<file path="src/rtl/ipc_pkg.sv">
// shared types, constants and codes of the impact pretrigger capture block
// no dependencies; used by ipc_datapath, ipc_ctrl and the top level
package ipc_pkg;

  // sizing
  localparam int HISTORY_DEPTH = 32;
  localparam int PRE_COUNT     = 16;
  localparam int EVENT_LIMIT   = 256;

  localparam int PTR_W  = $clog2(HISTORY_DEPTH);
  localparam int CNT_W  = $clog2(EVENT_LIMIT + 1);
  localparam int SQ_STEPS    = 4;
  localparam int SQRT_STEPS  = 16;
  localparam int STEP_MAX    = (PRE_COUNT > SQRT_STEPS) ? PRE_COUNT : SQRT_STEPS;
  localparam int STEP_W      = $clog2(STEP_MAX + 1);

  // first pretrigger slot, relative to the advanced write pointer
  localparam int RD_OFFSET = (HISTORY_DEPTH * 64 - 1 - PRE_COUNT) % HISTORY_DEPTH;
  // event length right after a trigger
  localparam int FIRST_LEN = (PRE_COUNT + 1 < EVENT_LIMIT) ? PRE_COUNT + 1 : EVENT_LIMIT;

  localparam logic [CNT_W-1:0] LIMIT_C    = CNT_W'(EVENT_LIMIT);
  localparam logic [CNT_W-1:0] LIMIT_M1_C = CNT_W'(EVENT_LIMIT - 1);

  // magnitude scaling
  localparam logic [15:0] ONE_G     = 16'd4096;
  localparam logic [15:0] DEAD_ZONE = 16'd410;

  // port widths
  localparam int CFG_IDX_W   = 2;
  localparam int CFG_DATA_W  = 16;
  localparam int IN_TDATA_W  = 80;
  localparam int OUT_TDATA_W = 104;

  // configuration register indexes
  typedef enum logic [CFG_IDX_W-1:0] {
    REG_START_THR = 2'd0,
    REG_END_THR   = 2'd1,
    REG_TAIL      = 2'd2,
    REG_BG_SKIP   = 2'd3
  } cfg_idx_e;

  // axis fed to the squaring multiplier
  typedef enum logic [1:0] {
    AX_X    = 2'd0,
    AX_Y    = 2'd1,
    AX_Z    = 2'd2,
    AX_NONE = 2'd3
  } axis_e;

  // controller states, one-hot
  typedef enum logic [7:0] {
    S_IDLE   = 8'b0000_0001,
    S_SQR    = 8'b0000_0010,
    S_ROOT   = 8'b0000_0100,
    S_DECIDE = 8'b0000_1000,
    S_PRE_RD = 8'b0001_0000,
    S_PRE_LD = 8'b0010_0000,
    S_CUR    = 8'b0100_0000,
    S_NUL    = 8'b1000_0000
  } state_e;

  typedef struct packed {
    logic        [31:0] time_ms;
    logic signed [15:0] accel_z;
    logic signed [15:0] accel_y;
    logic signed [15:0] accel_x;
  } accel_in_t;

  // result payload without the record flag and the last marker
  typedef struct packed {
    logic               background_ready;
    logic        [31:0] duration_ms;
    logic        [8:0]  event_length;
    logic               event_done;
    logic               capturing;
    logic        [7:0]  rec_position;
    logic signed [15:0] rec_z;
    logic signed [15:0] rec_y;
    logic signed [15:0] rec_x;
  } out_t;

  localparam int OUT_PAD_W = OUT_TDATA_W - $bits(out_t);

  // controller to datapath
  typedef struct packed {
    logic  accept;
    logic  mul_step;
    axis_e axis;
    logic  sqrt_step;
    logic  decide;
    logic  rd_pre;
    logic  load_pre;
    logic  load_cur;
    logic  load_null;
    logic  out_last;
  } cmd_t;

  // datapath to controller
  typedef struct packed {
    logic trigger;
    logic active;
    logic rec_ok;
    logic pos_final;
    logic out_free;
  } stat_t;

endpackage

</file>
<file path="src/rtl/ipc_datapath.sv">
// datapath: configuration registers, history ring, magnitude unit, event state, output register
// depends on ipc_pkg
module ipc_datapath (
  input  logic                             clk_i,
  input  logic                             rst_ni,
  input  logic                             cfg_we_i,
  input  logic [ipc_pkg::CFG_IDX_W-1:0]    cfg_idx_i,
  input  logic [ipc_pkg::CFG_DATA_W-1:0]   cfg_data_i,
  input  ipc_pkg::accel_in_t               sample_i,
  input  ipc_pkg::cmd_t                    cmd_i,
  output ipc_pkg::stat_t                   stat_o,
  input  logic                             out_ready_i,
  output logic                             out_valid_o,
  output logic                             out_user_o,
  output logic                             out_last_o,
  output ipc_pkg::out_t                    out_rec_o
);

  // configuration registers
  logic [14:0] start_thr_q;
  logic [14:0] end_thr_q;
  logic [7:0]  tail_set_q;
  logic [15:0] bg_skip_q;

  // sample and magnitude unit
  ipc_pkg::accel_in_t smp_q;
  logic [31:0] sq_q, sq_d;
  logic [31:0] acc_q, acc_d;
  logic [17:0] rem_q, rem_d;
  logic [15:0] root_q, root_d;

  // history ring and its read port
  logic [47:0]                       ring_mem [ipc_pkg::HISTORY_DEPTH];
  logic [ipc_pkg::HISTORY_DEPTH-1:0] vld_q;
  logic [ipc_pkg::PTR_W-1:0]         wp_q;
  logic [ipc_pkg::PTR_W-1:0]         rd_idx_q, rd_idx_d;
  logic [47:0]                       rd_data_q;
  logic                              rd_vld_q;

  // event state
  logic                      active_q;
  logic                      done_q;
  logic [ipc_pkg::CNT_W-1:0] cnt_q;
  logic [ipc_pkg::CNT_W-1:0] pos_q;
  logic [7:0]                tail_q;
  logic [31:0]               start_time_q;
  logic [31:0]               dur_q;
  logic [15:0]               quiet_q;

  // output register
  logic           out_valid_q;
  logic           out_user_q;
  logic           out_last_q;
  ipc_pkg::out_t  out_rec_q;
  logic           out_free;
  logic           out_load;

  // decision terms
  logic [15:0]               dyn_raw;
  logic [15:0]               dyn;
  logic                      trig;
  logic                      above_end;
  logic                      cap_rec;
  logic [ipc_pkg::CNT_W-1:0] cnt_new;
  logic                      tail_end;
  logic [ipc_pkg::PTR_W:0]   rd_sum;
  logic [ipc_pkg::PTR_W-1:0] rd_start;

  // squarer and root step
  logic signed [15:0] mul_a;
  logic signed [31:0] mul_p;
  logic [19:0]        rem_sh;
  logic [19:0]        trial;

  // configuration writes
  always_ff @(posedge clk_i or negedge rst_ni) begin
    if (!rst_ni) begin
      start_thr_q <= 15'd8192;
      end_thr_q   <= 15'd2048;
      tail_set_q  <= 8'd10;
      bg_skip_q   <= 16'd10;
    end else if (cfg_we_i) begin
      case (ipc_pkg::cfg_idx_e'(cfg_idx_i))
        ipc_pkg::REG_START_THR: start_thr_q <= cfg_data_i[14:0];
        ipc_pkg::REG_END_THR:   end_thr_q   <= cfg_data_i[14:0];
        ipc_pkg::REG_TAIL:      tail_set_q  <= cfg_data_i[7:0];
        ipc_pkg::REG_BG_SKIP:   bg_skip_q   <= cfg_data_i;
        default: ;
      endcase
    end
  end

  // squaring and digit-by-digit square root
  always_comb begin
    case (cmd_i.axis)
      ipc_pkg::AX_X: mul_a = smp_q.accel_x;
      ipc_pkg::AX_Y: mul_a = smp_q.accel_y;
      ipc_pkg::AX_Z: mul_a = smp_q.accel_z;
      default:       mul_a = '0;
    endcase
    mul_p  = mul_a * mul_a;
    rem_sh = {rem_q, acc_q[31:30]};
    trial  = {2'b00, root_q, 2'b01};

    sq_d   = sq_q;
    acc_d  = acc_q;
    rem_d  = rem_q;
    root_d = root_q;
    if (cmd_i.accept) begin
      sq_d   = '0;
      acc_d  = '0;
      rem_d  = '0;
      root_d = '0;
    end else if (cmd_i.mul_step) begin
      sq_d  = unsigned'(mul_p);
      acc_d = acc_q + sq_q;
    end else if (cmd_i.sqrt_step) begin
      acc_d = {acc_q[29:0], 2'b00};
      if (rem_sh >= trial) begin
        rem_d  = 18'(rem_sh - trial);
        root_d = {root_q[14:0], 1'b1};
      end else begin
        rem_d  = rem_sh[17:0];
        root_d = {root_q[14:0], 1'b0};
      end
    end
  end

  always_ff @(posedge clk_i) begin
    if (cmd_i.accept) begin
      smp_q <= sample_i;
    end
    sq_q   <= sq_d;
    acc_q  <= acc_d;
    rem_q  <= rem_d;
    root_q <= root_d;
  end

  // dynamic acceleration and event decision
  always_comb begin
    dyn_raw   = (root_q >= ipc_pkg::ONE_G) ? root_q - ipc_pkg::ONE_G : ipc_pkg::ONE_G - root_q;
    dyn       = (dyn_raw < ipc_pkg::DEAD_ZONE) ? '0 : dyn_raw;
    trig      = !active_q && (dyn > {1'b0, start_thr_q});
    above_end = dyn > {1'b0, end_thr_q};
    cap_rec   = cnt_q < ipc_pkg::LIMIT_C;
    cnt_new   = cap_rec ? cnt_q + 1'b1 : cnt_q;
    tail_end  = above_end ? (tail_set_q == '0) : (tail_q <= 8'd1);
    rd_sum    = {1'b0, wp_q} + (ipc_pkg::PTR_W + 1)'(ipc_pkg::RD_OFFSET);
    rd_start  = (rd_sum >= (ipc_pkg::PTR_W + 1)'(ipc_pkg::HISTORY_DEPTH)) ?
                ipc_pkg::PTR_W'(rd_sum - (ipc_pkg::PTR_W + 1)'(ipc_pkg::HISTORY_DEPTH)) :
                rd_sum[ipc_pkg::PTR_W-1:0];
  end

  always_ff @(posedge clk_i or negedge rst_ni) begin
    if (!rst_ni) begin
      active_q     <= 1'b0;
      done_q       <= 1'b0;
      cnt_q        <= '0;
      pos_q        <= '0;
      tail_q       <= '0;
      start_time_q <= '0;
      dur_q        <= '0;
      quiet_q      <= '0;
    end else if (cmd_i.decide) begin
      done_q <= 1'b0;
      if (trig) begin
        active_q     <= 1'b1;
        cnt_q        <= ipc_pkg::CNT_W'(ipc_pkg::FIRST_LEN);
        pos_q        <= '0;
        tail_q       <= tail_set_q;
        start_time_q <= smp_q.time_ms;
      end else if (active_q) begin
        cnt_q <= cnt_new;
        pos_q <= cnt_q;
        if (above_end) begin
          tail_q <= tail_set_q;
        end else if (tail_q != '0) begin
          tail_q <= tail_q - 1'b1;
        end
        if (tail_end || (cnt_new >= ipc_pkg::LIMIT_C)) begin
          active_q <= 1'b0;
          dur_q    <= smp_q.time_ms - start_time_q;
          done_q   <= 1'b1;
        end
      end else if (quiet_q != '1) begin
        quiet_q <= quiet_q + 1'b1;
      end
    end else if (cmd_i.load_pre || cmd_i.load_cur) begin
      pos_q <= pos_q + 1'b1;
    end
  end

  // history ring write pointer, valid bits and read index
  always_comb begin
    rd_idx_d = rd_idx_q;
    if (cmd_i.decide) begin
      rd_idx_d = rd_start;
    end else if (cmd_i.rd_pre) begin
      rd_idx_d = (rd_idx_q == ipc_pkg::PTR_W'(ipc_pkg::HISTORY_DEPTH - 1)) ? '0 : rd_idx_q + 1'b1;
    end
  end

  always_ff @(posedge clk_i or negedge rst_ni) begin
    if (!rst_ni) begin
      wp_q     <= '0;
      vld_q    <= '0;
      rd_idx_q <= '0;
      rd_vld_q <= 1'b0;
    end else begin
      rd_idx_q <= rd_idx_d;
      if (cmd_i.accept) begin
        vld_q[wp_q] <= 1'b1;
        wp_q <= (wp_q == ipc_pkg::PTR_W'(ipc_pkg::HISTORY_DEPTH - 1)) ? '0 : wp_q + 1'b1;
      end
      if (cmd_i.rd_pre) begin
        rd_vld_q <= vld_q[rd_idx_q];
      end
    end
  end

  // ring storage, one write and one registered read port
  always_ff @(posedge clk_i) begin
    if (cmd_i.accept) begin
      ring_mem[wp_q] <= {sample_i.accel_z, sample_i.accel_y, sample_i.accel_x};
    end
    if (cmd_i.rd_pre) begin
      rd_data_q <= ring_mem[rd_idx_q];
    end
  end

  // output register
  assign out_free = !out_valid_q || out_ready_i;
  assign out_load = cmd_i.load_pre || cmd_i.load_cur || cmd_i.load_null;

  always_ff @(posedge clk_i or negedge rst_ni) begin
    if (!rst_ni) begin
      out_valid_q <= 1'b0;
    end else if (out_load) begin
      out_valid_q <= 1'b1;
    end else if (out_ready_i) begin
      out_valid_q <= 1'b0;
    end
  end

  always_ff @(posedge clk_i) begin
    if (out_load) begin
      out_user_q                 <= !cmd_i.load_null;
      out_last_q                 <= cmd_i.out_last;
      out_rec_q.capturing        <= active_q;
      out_rec_q.event_done       <= done_q;
      out_rec_q.event_length     <= 9'(cnt_q);
      out_rec_q.duration_ms      <= dur_q;
      out_rec_q.background_ready <= quiet_q >= bg_skip_q;
      out_rec_q.rec_position     <= cmd_i.load_null ? '0 : 8'(pos_q);
      if (cmd_i.load_pre) begin
        {out_rec_q.rec_z, out_rec_q.rec_y, out_rec_q.rec_x} <= rd_vld_q ? rd_data_q : '0;
      end else if (cmd_i.load_cur) begin
        out_rec_q.rec_x <= smp_q.accel_x;
        out_rec_q.rec_y <= smp_q.accel_y;
        out_rec_q.rec_z <= smp_q.accel_z;
      end else begin
        out_rec_q.rec_x <= '0;
        out_rec_q.rec_y <= '0;
        out_rec_q.rec_z <= '0;
      end
    end
  end

  // status to the controller
  assign stat_o.trigger   = trig;
  assign stat_o.active    = active_q;
  assign stat_o.rec_ok    = pos_q < ipc_pkg::LIMIT_C;
  assign stat_o.pos_final = pos_q == ipc_pkg::LIMIT_M1_C;
  assign stat_o.out_free  = out_free;

  assign out_valid_o = out_valid_q;
  assign out_user_o  = out_user_q;
  assign out_last_o  = out_last_q;
  assign out_rec_o   = out_rec_q;

endmodule

</file>
<file path="src/rtl/ipc_ctrl.sv">
// controller: sequences squaring, square root, event decision and record readout
// depends on ipc_pkg
module ipc_ctrl (
  input  logic           clk_i,
  input  logic           rst_ni,
  input  logic           in_valid_i,
  output logic           in_ready_o,
  input  ipc_pkg::stat_t stat_i,
  output ipc_pkg::cmd_t  cmd_o
);

  localparam logic [ipc_pkg::STEP_W-1:0] STEP_ONE = ipc_pkg::STEP_W'(1);
  localparam logic [ipc_pkg::STEP_W-1:0] STEP_SQ  = ipc_pkg::STEP_W'(ipc_pkg::SQ_STEPS);

  ipc_pkg::state_e            state_q, state_d;
  logic [ipc_pkg::STEP_W-1:0] step_q, step_d;

  // next state and commands
  always_comb begin
    state_d    = state_q;
    step_d     = step_q;
    cmd_o      = '0;
    cmd_o.axis = ipc_pkg::AX_NONE;
    in_ready_o = 1'b0;
    case (state_q)
      ipc_pkg::S_IDLE: begin
        in_ready_o = 1'b1;
        if (in_valid_i) begin
          cmd_o.accept = 1'b1;
          step_d       = STEP_SQ;
          state_d      = ipc_pkg::S_SQR;
        end
      end
      ipc_pkg::S_SQR: begin
        cmd_o.mul_step = 1'b1;
        if (step_q == STEP_SQ) begin
          cmd_o.axis = ipc_pkg::AX_X;
        end else if (step_q == STEP_SQ - 1'b1) begin
          cmd_o.axis = ipc_pkg::AX_Y;
        end else if (step_q == STEP_SQ - 2'd2) begin
          cmd_o.axis = ipc_pkg::AX_Z;
        end
        step_d = step_q - 1'b1;
        if (step_q == STEP_ONE) begin
          step_d  = ipc_pkg::STEP_W'(ipc_pkg::SQRT_STEPS);
          state_d = ipc_pkg::S_ROOT;
        end
      end
      ipc_pkg::S_ROOT: begin
        cmd_o.sqrt_step = 1'b1;
        step_d = step_q - 1'b1;
        if (step_q == STEP_ONE) begin
          state_d = ipc_pkg::S_DECIDE;
        end
      end
      ipc_pkg::S_DECIDE: begin
        cmd_o.decide = 1'b1;
        if (stat_i.trigger) begin
          step_d  = ipc_pkg::STEP_W'(ipc_pkg::PRE_COUNT);
          state_d = ipc_pkg::S_PRE_RD;
        end else if (stat_i.active) begin
          state_d = ipc_pkg::S_CUR;
        end else begin
          state_d = ipc_pkg::S_NUL;
        end
      end
      ipc_pkg::S_PRE_RD: begin
        cmd_o.rd_pre = 1'b1;
        state_d      = ipc_pkg::S_PRE_LD;
      end
      ipc_pkg::S_PRE_LD: begin
        if (stat_i.out_free) begin
          cmd_o.load_pre = 1'b1;
          cmd_o.out_last = stat_i.pos_final;
          step_d         = step_q - 1'b1;
          if (stat_i.pos_final) begin
            state_d = ipc_pkg::S_IDLE;
          end else if (step_q == STEP_ONE) begin
            state_d = ipc_pkg::S_CUR;
          end else begin
            state_d = ipc_pkg::S_PRE_RD;
          end
        end
      end
      ipc_pkg::S_CUR: begin
        if (stat_i.out_free) begin
          cmd_o.load_cur  = stat_i.rec_ok;
          cmd_o.load_null = !stat_i.rec_ok;
          cmd_o.out_last  = 1'b1;
          state_d         = ipc_pkg::S_IDLE;
        end
      end
      ipc_pkg::S_NUL: begin
        if (stat_i.out_free) begin
          cmd_o.load_null = 1'b1;
          cmd_o.out_last  = 1'b1;
          state_d         = ipc_pkg::S_IDLE;
        end
      end
      default: begin
        state_d = ipc_pkg::S_IDLE;
      end
    endcase
  end

  // state registers
  always_ff @(posedge clk_i or negedge rst_ni) begin
    if (!rst_ni) begin
      state_q <= ipc_pkg::S_IDLE;
      step_q  <= '0;
    end else begin
      state_q <= state_d;
      step_q  <= step_d;
    end
  end

endmodule

</file>
<file path="src/rtl/impact_pretrigger_capture.sv">
// impact pretrigger capture top level; depends on ipc_pkg, ipc_ctrl, ipc_datapath
// from sample accept to its first result: 4 squaring steps, 16 root steps, a decision and a load
// a sample holds the block until its results are loaded; a trigger adds a ring read and a
//   load per pretrigger record, set by the single registered read port of the history ring
// reset: asynchronous, active low; history reads as zeros, event state clears, registers
//   return to their defaults, no clearing pass
module impact_pretrigger_capture (
  input  logic                              clk_i,
  input  logic                              rst_ni,
  input  logic                              cfg_we_i,
  input  logic [ipc_pkg::CFG_IDX_W-1:0]     cfg_idx_i,
  input  logic [ipc_pkg::CFG_DATA_W-1:0]    cfg_data_i,
  input  logic                              s_axis_tvalid,
  output logic                              s_axis_tready,
  // accel_x, accel_y, accel_z, time_ms
  input  logic [ipc_pkg::IN_TDATA_W-1:0]    s_axis_tdata,
  output logic                              m_axis_tvalid,
  input  logic                              m_axis_tready,
  // rec_x, rec_y, rec_z, rec_position, capturing, event_done, event_length,
  // duration_ms, background_ready, zero fill
  output logic [ipc_pkg::OUT_TDATA_W-1:0]   m_axis_tdata,
  // rec_valid
  output logic                              m_axis_tuser,
  output logic                              m_axis_tlast
);

  ipc_pkg::accel_in_t sample;
  ipc_pkg::cmd_t      cmd;
  ipc_pkg::stat_t     stat;
  ipc_pkg::out_t      out_rec;

  // input unpacking
  assign sample.accel_x = s_axis_tdata[15:0];
  assign sample.accel_y = s_axis_tdata[31:16];
  assign sample.accel_z = s_axis_tdata[47:32];
  assign sample.time_ms = s_axis_tdata[79:48];

  ipc_ctrl u_ctrl (
    .clk_i      (clk_i),
    .rst_ni     (rst_ni),
    .in_valid_i (s_axis_tvalid),
    .in_ready_o (s_axis_tready),
    .stat_i     (stat),
    .cmd_o      (cmd)
  );

  ipc_datapath u_datapath (
    .clk_i       (clk_i),
    .rst_ni      (rst_ni),
    .cfg_we_i    (cfg_we_i),
    .cfg_idx_i   (cfg_idx_i),
    .cfg_data_i  (cfg_data_i),
    .sample_i    (sample),
    .cmd_i       (cmd),
    .stat_o      (stat),
    .out_ready_i (m_axis_tready),
    .out_valid_o (m_axis_tvalid),
    .out_user_o  (m_axis_tuser),
    .out_last_o  (m_axis_tlast),
    .out_rec_o   (out_rec)
  );

  // output packing
  assign m_axis_tdata = {{ipc_pkg::OUT_PAD_W{1'b0}}, out_rec};

endmodule

</file>
<file path="config.mk">
export PLATFORM = sky130hd
export DESIGN_NAME = impact_pretrigger_capture
export DESIGN_NICKNAME = d
export VERILOG_FILES = /design/src/rtl/ipc_pkg.sv /design/src/rtl/ipc_datapath.sv /design/src/rtl/ipc_ctrl.sv /design/src/rtl/impact_pretrigger_capture.sv
export SDC_FILE = /design/constraint.sdc
export NUM_CORES = 2
export LEC_CHECK = 0
export BUFFER_PORTS_ARGS = -buffer_cell sky130_fd_sc_hd__clkbuf_2
export CAP_MARGIN = 10
export CORE_ASPECT_RATIO = 1.1
export CORE_MARGIN = 2
export CORE_UTILIZATION = 55
export DETAILED_ROUTE_END_ITERATION = 10
export PLACE_DENSITY = 0.71
export SLEW_MARGIN = 20
export SYNTH_ARGS = -nofsm -noshare
export SYNTH_HDL_FRONTEND = slang
export SYNTH_SLANG_ARGS = --single-unit
</file>
<file path="constraint.sdc">
create_clock -name clk_i -period 21.7 [get_ports clk_i]
set_clock_uncertainty 0.05 [all_clocks]
set_input_delay 3.255 -clock clk_i [delete_from_list [all_inputs] [get_ports clk_i]]
set_output_delay 3.255 -clock clk_i [all_outputs]
set_load 0.02 [all_outputs]
</file>
# Word level (Yosys, flattened, before mapping)
# Memory sizes are Yosys's and may differ from the RTL's. A register that Yosys moved wholly into a read port is not among the register bits.
# Cells that the tools add are included.
[totals]
elab_cells = 209
in_bits = 103
mem_count = 1
output_inout_bits = 108
regBits = 499
ram_bits = 1536
[op_classes]
eq_ne = 28
reduce_logical = 35
n_lt_le_gt_ge = 14
n_addsub = 14
multipliers = 1
bitwise_logic = 4
n_mux = 74
[memory_table]
columns = ["name", "depth", "word_bits", "rd", "rd_ports_with_merged_regs", "write_ports", "line_no", "text"]
rows = [
  ["u_datapath.ring_mem", 32, 48, 1, 1, 1, "ipc_datapath.sv:33", "logic [47:0] ring_mem [ipc_pkg::HISTORY_DEPTH];"],
]
[op_table]
columns = ["operator", "count"]
rows = [
  ["2-to-1 mux 48 bit", 3],
  ["2-to-1 mux 8 bit", 11],
  ["2-to-1 mux 32 bit", 2],
  ["2-to-1 mux 9 bit", 7],
  ["case mux 8 bit (7 select lines)", 1],
  ["case mux 16 bit (3 select lines)", 1],
  ["2-to-1 mux 5 bit", 9],
  ["adder 32 bit", 1],
  ["greater-than comparator 16 x 15 -> 1 bit", 2],
  ["multiplier 16 x 16 -> 32 bit", 1],
  ["2-to-1 mux 16 bit", 2],
  ["OR 32 bit", 1],
  ["subtractor 32 bit", 1],
  ["2-to-1 mux 1 bit", 25],
  ["case mux 5 bit (5 select lines)", 1],
  [">= comparator 20 x 18 -> 1 bit", 1],
  ["adder 9 x 1 -> 9 bit (second input constant)", 2],
  ["< comparator 9 bit (second input constant)", 2],
  ["2-to-1 mux 18 bit", 1],
  ["subtractor 18 bit", 1],
  ["adder 16 x 1 -> 16 bit (second input constant)", 1],
  [">= comparator 16 x 13 -> 1 bit (second input constant)", 1],
  [">= comparator 16 bit", 1],
  ["< comparator 16 x 9 -> 1 bit (second input constant)", 1],
  ["other kinds (52)", 91],
]

# Longest topological paths before layout
[logic_depth]
word_depth = 10
depth_mapped = 34

# By module
# Synthesis repeated with hierarchy kept, for this count alone.
[unflattened]
hier_cells = 5728
hier_area_um2 = 93747.4
[by_module_without_submodules]
columns = ["module", "area_per_inst_um2", "cells_each", "instances"]
rows = [
  ["ipc_datapath", 92693.9, 5612, 1],
  ["ipc_ctrl", 1019.7, 111, 1],
  ["impact_pretrigger_capture", 33.8, 5, 1],
]

# Least setup slack after synthesis
# No wires, ideal clock.
[synth_path]
path_type = "register to register"
from = "register u_ctrl.step_q[0] (netlist name)"
to = "register u_datapath.sq_q[26]"
stages_incl_launch_ff = 30
path_slack_ns = 13.788
synth_period_minus_slack_ns = 7.912
path_buffers = 2
required_time_ns = 21.520
t_arrival_ns = 7.732
path_cell_list = "dfrtp_1 > inv_1 > ha_1 > and2_1 > o21ai_0 > clkbuf_1 > clkbuf_1 > a21oi_1 > o21ai_1 > clkinv_1 > nand2_1 > fa_1 > fa_1 > inv_1 > fa_1 > fa_1 > fa_1 > inv_1 > fa_1 > inv_1 > ha_1 > a21o_1 > a21o_1 > a21o_1 > a2111oi_0 > nor3_1 > a211oi_1 > o21bai_1 > xnor2_1 > o21ai_0"
[synth_between]
elab_chain_cells = 8
[synth_lines]
columns = ["element", "line_no", "text"]
rows = [
  ["start: declaration", "ipc_ctrl.sv:16", "logic [ipc_pkg::STEP_W-1:0] step_q, step_d;"],
  ["start signal: assignment", "ipc_ctrl.sv:113", "step_q <= step_d;"],
  ["equality test 5 x 2 -> 1 bit", "ipc_ctrl.sv:40", "end else if (step_q == STEP_SQ - 2'd2) begin"],
  ["2-to-1 mux 1 bit", "ipc_ctrl.sv:40", ""],
  ["2-to-1 mux 2 bit", "ipc_ctrl.sv:38", "end else if (step_q == STEP_SQ - 1'b1) begin"],
  ["2-to-1 mux 2 bit *", "ipc_ctrl.sv:36", "if (step_q == STEP_SQ) begin"],
  ["2-to-1 mux 3 bit *", "ipc_ctrl.sv:25", "case (state_q)"],
  ["equality test 2 bit, or another cell as far along", "ipc_datapath.sv:95", "case (cmd_i.axis)"],
  ["case mux 16 bit (3 select lines) *", "ipc_datapath.sv:95", ""],
  ["multiplier 16 x 16 -> 32 bit *", "ipc_datapath.sv:101", "mul_p = mul_a * mul_a;"],
  ["end signal: assignment", "ipc_datapath.sv:133", "sq_q <= sq_d;"],
  ["end: declaration", "ipc_datapath.sv:27", "logic [31:0] sq_q, sq_d;"],
]
# Every way passes the cells marked *; elsewhere a longest branch is shown, timed or not.
# A chain may end at the register's enable or synchronous reset.

# Final worst setup path
# Ends and elaborated chain as after synthesis.

==> metrics.txt <==
# TYPE chip_impl_metric gauge
chip_impl_metric{name="floorplan.core_area",unit="um^2"} 168600
chip_impl_metric{name="max_stage_delay",unit="ns"} 0.78
chip_impl_metric{name="postSynthCellCount",unit=""} 5686
chip_impl_metric{name="vdd_drop_max",unit="V"} 0.00009378
chip_impl_metric{name="vias",unit=""} 51760
chip_impl_info{name="cell_with_the_most_instances_after_synthesis",value="sky130_fd_sc_hd__edfxtp_1"} 1
chip_impl_metric{name="synth.ff_latch_count",unit=""} 2082
chip_impl_metric{name="antenna_found_initial",unit=""} 11
chip_impl_metric{name="wl_per_cell",unit="um"} 27.40
chip_impl_metric{name="fin_nets",unit=""} 6512
chip_impl_metric{name="cts-resized-gates",unit=""} 0
chip_impl_info{name="regToRegEndpoint",value="u_datapath.sq_q[26]"} 1
chip_impl_metric{name="synth.cell_area",unit="um^2"} 93460
chip_impl_metric{name="grt_overflow_total",unit=""} 0
chip_impl_info{name="critical_path.startpoint",value="u_ctrl.step_q[0]"} 1
chip_impl_metric{name="clk_latency",unit="ns"} 0.87
chip_impl_metric{name="design.die.area",unit="um^2"} 173200
chip_impl_metric{name="cts_sinks",unit=""} 2082
chip_impl_metric{name="drc",unit=""} 0
chip_impl_metric{name="die_x",unit="um"} 397.0
chip_impl_info{name="cts_tree",value="built"} 1
chip_impl_metric{name="cap_viol_max_count",unit=""} 0
chip_impl_metric{name="syn_avg_cell_area",unit="um^2"} 16.44
chip_impl_metric{name="achievable-frequency",unit="MHz"} 105.9
chip_impl_metric{name="clk_transition_reported_paths",unit="ns"} 0.06
chip_impl_metric{name="finalSetupTns",unit="ns"} 0
chip_impl_metric{name="p_int",unit="mW"} 7.942
chip_impl_info{name="cts-root-buf",value="sky130_fd_sc_hd__clkbuf_16"} 1
chip_impl_metric{name="worst-endpoint-required",unit="ns"} 22.34
chip_impl_metric{name="drt_first_iter_violations",unit=""} 5330
chip_impl_metric{name="pwr-share-seq",unit="%"} 42.9
chip_impl_metric{name="powerDensity",unit="nW/um^2"} 109.7
chip_impl_metric{name="finalPower",unit="mW"} 11.38
chip_impl_metric{name="postCtsSetupBuffers",unit=""} 0
chip_impl_info{name="timing.critical_path.to_type",value="flip-flop"} 1
chip_impl_metric{name="report.final.hold_viol_count",unit=""} 0
chip_impl_metric{name="groute.usage.overall",unit="%"} 26.65
chip_impl_info{name="ys.flop_type",value="sky130_fd_sc_hd__edfxtp_1"} 1
chip_impl_metric{name="cts-htree-levels",unit=""} 4
chip_impl_metric{name="place_ws",unit="ns"} 12.36
chip_impl_metric{name="slew_violations",unit=""} 0
chip_impl_info{name="worst_min_path_class",value="reg -> reg"} 1
chip_impl_metric{name="hpwlAfterDp",unit="um"} 133000
chip_impl_metric{name="first_global_vias",unit=""} 52240
chip_impl_metric{name="cts_hold_repair.buffers",unit=""} 0
chip_impl_metric{name="timing.reg2reg.setup_slack",unit="ns"} 12.26
chip_impl_metric{name="clock_path_buffers",unit=""} 3
chip_impl_info{name="worstSetupPathType",value="reg -> reg"} 1
chip_impl_info{name="timing.critical_path.mode_cell",value="sky130_fd_sc_hd__fa_1"} 1
chip_impl_metric{name="finalSetupViolations",unit=""} 0
chip_impl_info{name="yosysTopAreaCell",value="sky130_fd_sc_hd__edfxtp_1"} 1
chip_impl_metric{name="timing.final.crit_share",unit="%"} 43.52
chip_impl_metric{name="syn2layout_area_growth",unit="%"} 10.99
chip_impl_metric{name="p_comb_share",unit="%"} 27.2
chip_impl_metric{name="netlist-cell-type-count",unit=""} 93
chip_impl_metric{name="data_arrival_time_of_the_critical_path",unit="ns"} 10.08
chip_impl_metric{name="fin_ws",unit="ns"} 12.26
chip_impl_metric{name="synth_edf_count",unit=""} 1766
chip_impl_metric{name="p_switching",unit="mW"} 3.433
chip_impl_metric{name="synth.yosys.seq_area_share",unit="%"} 64.69
chip_impl_metric{name="synth-async-reset-ratio",unit="%"} 10.52
chip_impl_metric{name="finalCriticalPeriod",unit="ns"} 9.444
chip_impl_metric{name="routabilityCongestion",unit=""} 0.8649
chip_impl_metric{name="totalWireLength",unit="um"} 228800
chip_impl_info{name="cp_slowest_cell",value="sky130_fd_sc_hd__o21a_1"} 1
chip_impl_metric{name="die_h",unit="um"} 436.3
chip_impl_metric{name="starting_density_of_the_core",unit="%"} 55.42
chip_impl_info{name="netlist_top_cells_area",value="sky130_fd_sc_hd__edfxtp_1 (57%), sky130_fd_sc_hd__mux4_2 (12%), sky130_fd_sc_hd__dfrtp_1 (5.7%)"} 1
chip_impl_metric{name="pin_count",unit=""} 211
chip_impl_metric{name="netlist.area_leader.share",unit="%"} 56.74
chip_impl_metric{name="numPlacedInstances",unit=""} 7977
chip_impl_info{name="crit_end",value="u_datapath.sq_q[26]"} 1
chip_impl_info{name="setup_repair_after_global_routing_missed_its_margin",value="false"} 1
chip_impl_metric{name="pwr-share-clk",unit="%"} 29.9
chip_impl_metric{name="switching_share",unit="%"} 30.18
chip_impl_info{name="post_synth_most_frequent_cells",value="sky130_fd_sc_hd__edfxtp_1 (1766), sky130_fd_sc_hd__mux4_2 (490), sky130_fd_sc_hd__inv_1 (462)"} 1
chip_impl_metric{name="number_of_cells_on_the_worst_reg_to_reg_path",unit=""} 29
chip_impl_metric{name="drt_pass1_iterations",unit=""} 5
chip_impl_metric{name="drtAntennaViolNets",unit=""} 0
chip_impl_metric{name="port_buffers",unit=""} 206
chip_impl_metric{name="fp-row-count",unit=""} 158
chip_impl_metric{name="total_leakage_power",unit="nW"} 37.15
chip_impl_info{name="rr_startpoint",value="u_ctrl.step_q[0]"} 1
chip_impl_metric{name="layout_cells_sized_above_1",unit="%"} 20.66
chip_impl_metric{name="tightest_slew",unit="ns"} 1.166
chip_impl_info{name="status",value="finished clean"} 1
chip_impl_metric{name="relSlewSlack",unit="%"} 22.28
chip_impl_metric{name="drt_via_density",unit=""} 6.199
chip_impl_metric{name="grt_pass1_wl",unit="um"} 340100
chip_impl_metric{name="layoutNonFillerInstCount",unit=""} 8350
chip_impl_metric{name="number_of_warnings_printed_during_yosys_synthesis",unit=""} 0
chip_impl_info{name="critical_path_startpoint_category",value="flip-flop"} 1
chip_impl_metric{name="cp_max_fo",unit=""} 31
chip_impl_metric{name="cts-buffers-inserted",unit=""} 199
chip_impl_metric{name="largest_net_degree_at_the_start_of_global_routing",unit=""} 114
critical path: cells and delay by family (launching register included):
kind / cells / cell delay [ns]
buffers and inverters: 6 / 0.85
AND/OR/NAND/NOR: 4 / 1.09
adder cells (fa/ha/maj): 8 / 3.42
flip-flops: 1 / 0.45
XOR/XNOR: 1 / 0.13
AO/OA/AOI/OAI: 10 / 3.30
worst min path at each step:
stage | from | end | cells after the start
after floorplan | u_datapath.dur_q[4] | u_datapath.out_rec_o[71] | 0
after global placement | u_datapath.dur_q[4] | u_datapath.out_rec_o[71] | 0
after detailed placement | u_datapath.dur_q[22] | u_datapath.out_rec_o[89] | 0
after CTS | u_datapath.dur_q[22] | u_datapath.out_rec_o[89] | 0
after global routing | u_datapath.dur_q[2] | u_datapath.out_rec_o[69] | 0
final | u_datapath.dur_q[22] | u_datapath.out_rec_o[89] | 0
through the flow:
step | cell area, um^2 | hold slack [ns] | util, %
finish | 103700 | 0.3937 | 61.51
floorplan | 93470 | 0.3694 | -
global placement | 97310 | 0.3810 | 57.71
CTS | 103700 | 0.3930 | 61.50
global route | 103700 | 0.4047 | 61.51
detailed placement | 97310 | 0.3787 | 57.71
per-layer routing:
layer	vias to the layer above	part of all wire, %	track usage, %
met5	-	0.047	0
met4	16	2.9	7.893
met3	386	7.6	4.236
met2	2183	50	44.59
met1	26990	39	36.32
li1	22190	-	-
cells in the final DEF, fill, tap and decap left out, types with 97 or more instances in the layout:
cell type,n
sky130_fd_sc_hd__a21oi_1,192
sky130_fd_sc_hd__clkbuf_16,201
sky130_fd_sc_hd__clkbuf_2,205
sky130_fd_sc_hd__dfrtp_1,207
sky130_fd_sc_hd__dfxtp_1,97
sky130_fd_sc_hd__edfxtp_1,1766
sky130_fd_sc_hd__fa_1,233
sky130_fd_sc_hd__ha_1,238
sky130_fd_sc_hd__inv_1,460
sky130_fd_sc_hd__mux2_2,97
sky130_fd_sc_hd__mux4_2,490
sky130_fd_sc_hd__nand2_1,379
sky130_fd_sc_hd__nor2_1,187
sky130_fd_sc_hd__o21ai_0,191
state kept, by name, indices dropped and copies added (netlist names), 16 cells and up:
signal and cells:
u_datapath.acc_q 32, u_datapath.rem_q 18, u_datapath.bg_skip_q 16, u_datapath.quiet_q 16, u_datapath.rd_data_q 48, u_datapath.ring_mem 1536
u_datapath.out_rec_o 100, u_datapath.root_q 16, u_datapath.sq_q 31, u_datapath.vld_q 32, u_datapath.dur_q 32, u_datapath.start_time_q 32
u_datapath.smp_q 80
final cells by class:
class / count / area (um^2)
Antenna cell: 5 / 12.51
Inverter: 468 / 1763
Sequential cell: 2082 / 60480
Multi-Input combinational cell: 2906 / 30630
Clock buffer: 252 / 5265
Fill cell: 11990 / 64900
Clock inverter: 116 / 1127
Tap cell: 2240 / 2803
Timing Repair Buffer: 281 / 1642
cells by family after synthesis:
kind of cell / after synthesis / share of synthesized area [%]
adders and majority gates: 471 / 8.177
and+or+nand+nor: 946 / 4.751
other: 1 / 0.004013
xor gates and xnor gates: 129 / 1.209
buffers and inverters: 701 / 2.861
AOI/OAI and AO/OA: 756 / 5.186
muxes: 600 / 13.12
DFF: 2082 / 64.69
power by group through the flow:
stage / clock, mW / combinational, mW / sequential (mW)
2_1_floorplan: 0 / 2.38 / 4.82
3_3_place_gp: 0 / 3.04 / 4.95
3_5_place_dp: 0 / 3.09 / 4.96
4_1_cts: 3.45 / 3.12 / 4.88
5_1_grt: 3.59 / 3.38 / 4.91
6_report: 3.40 / 3.09 / 4.89
(Power assumes the default switching activity.)
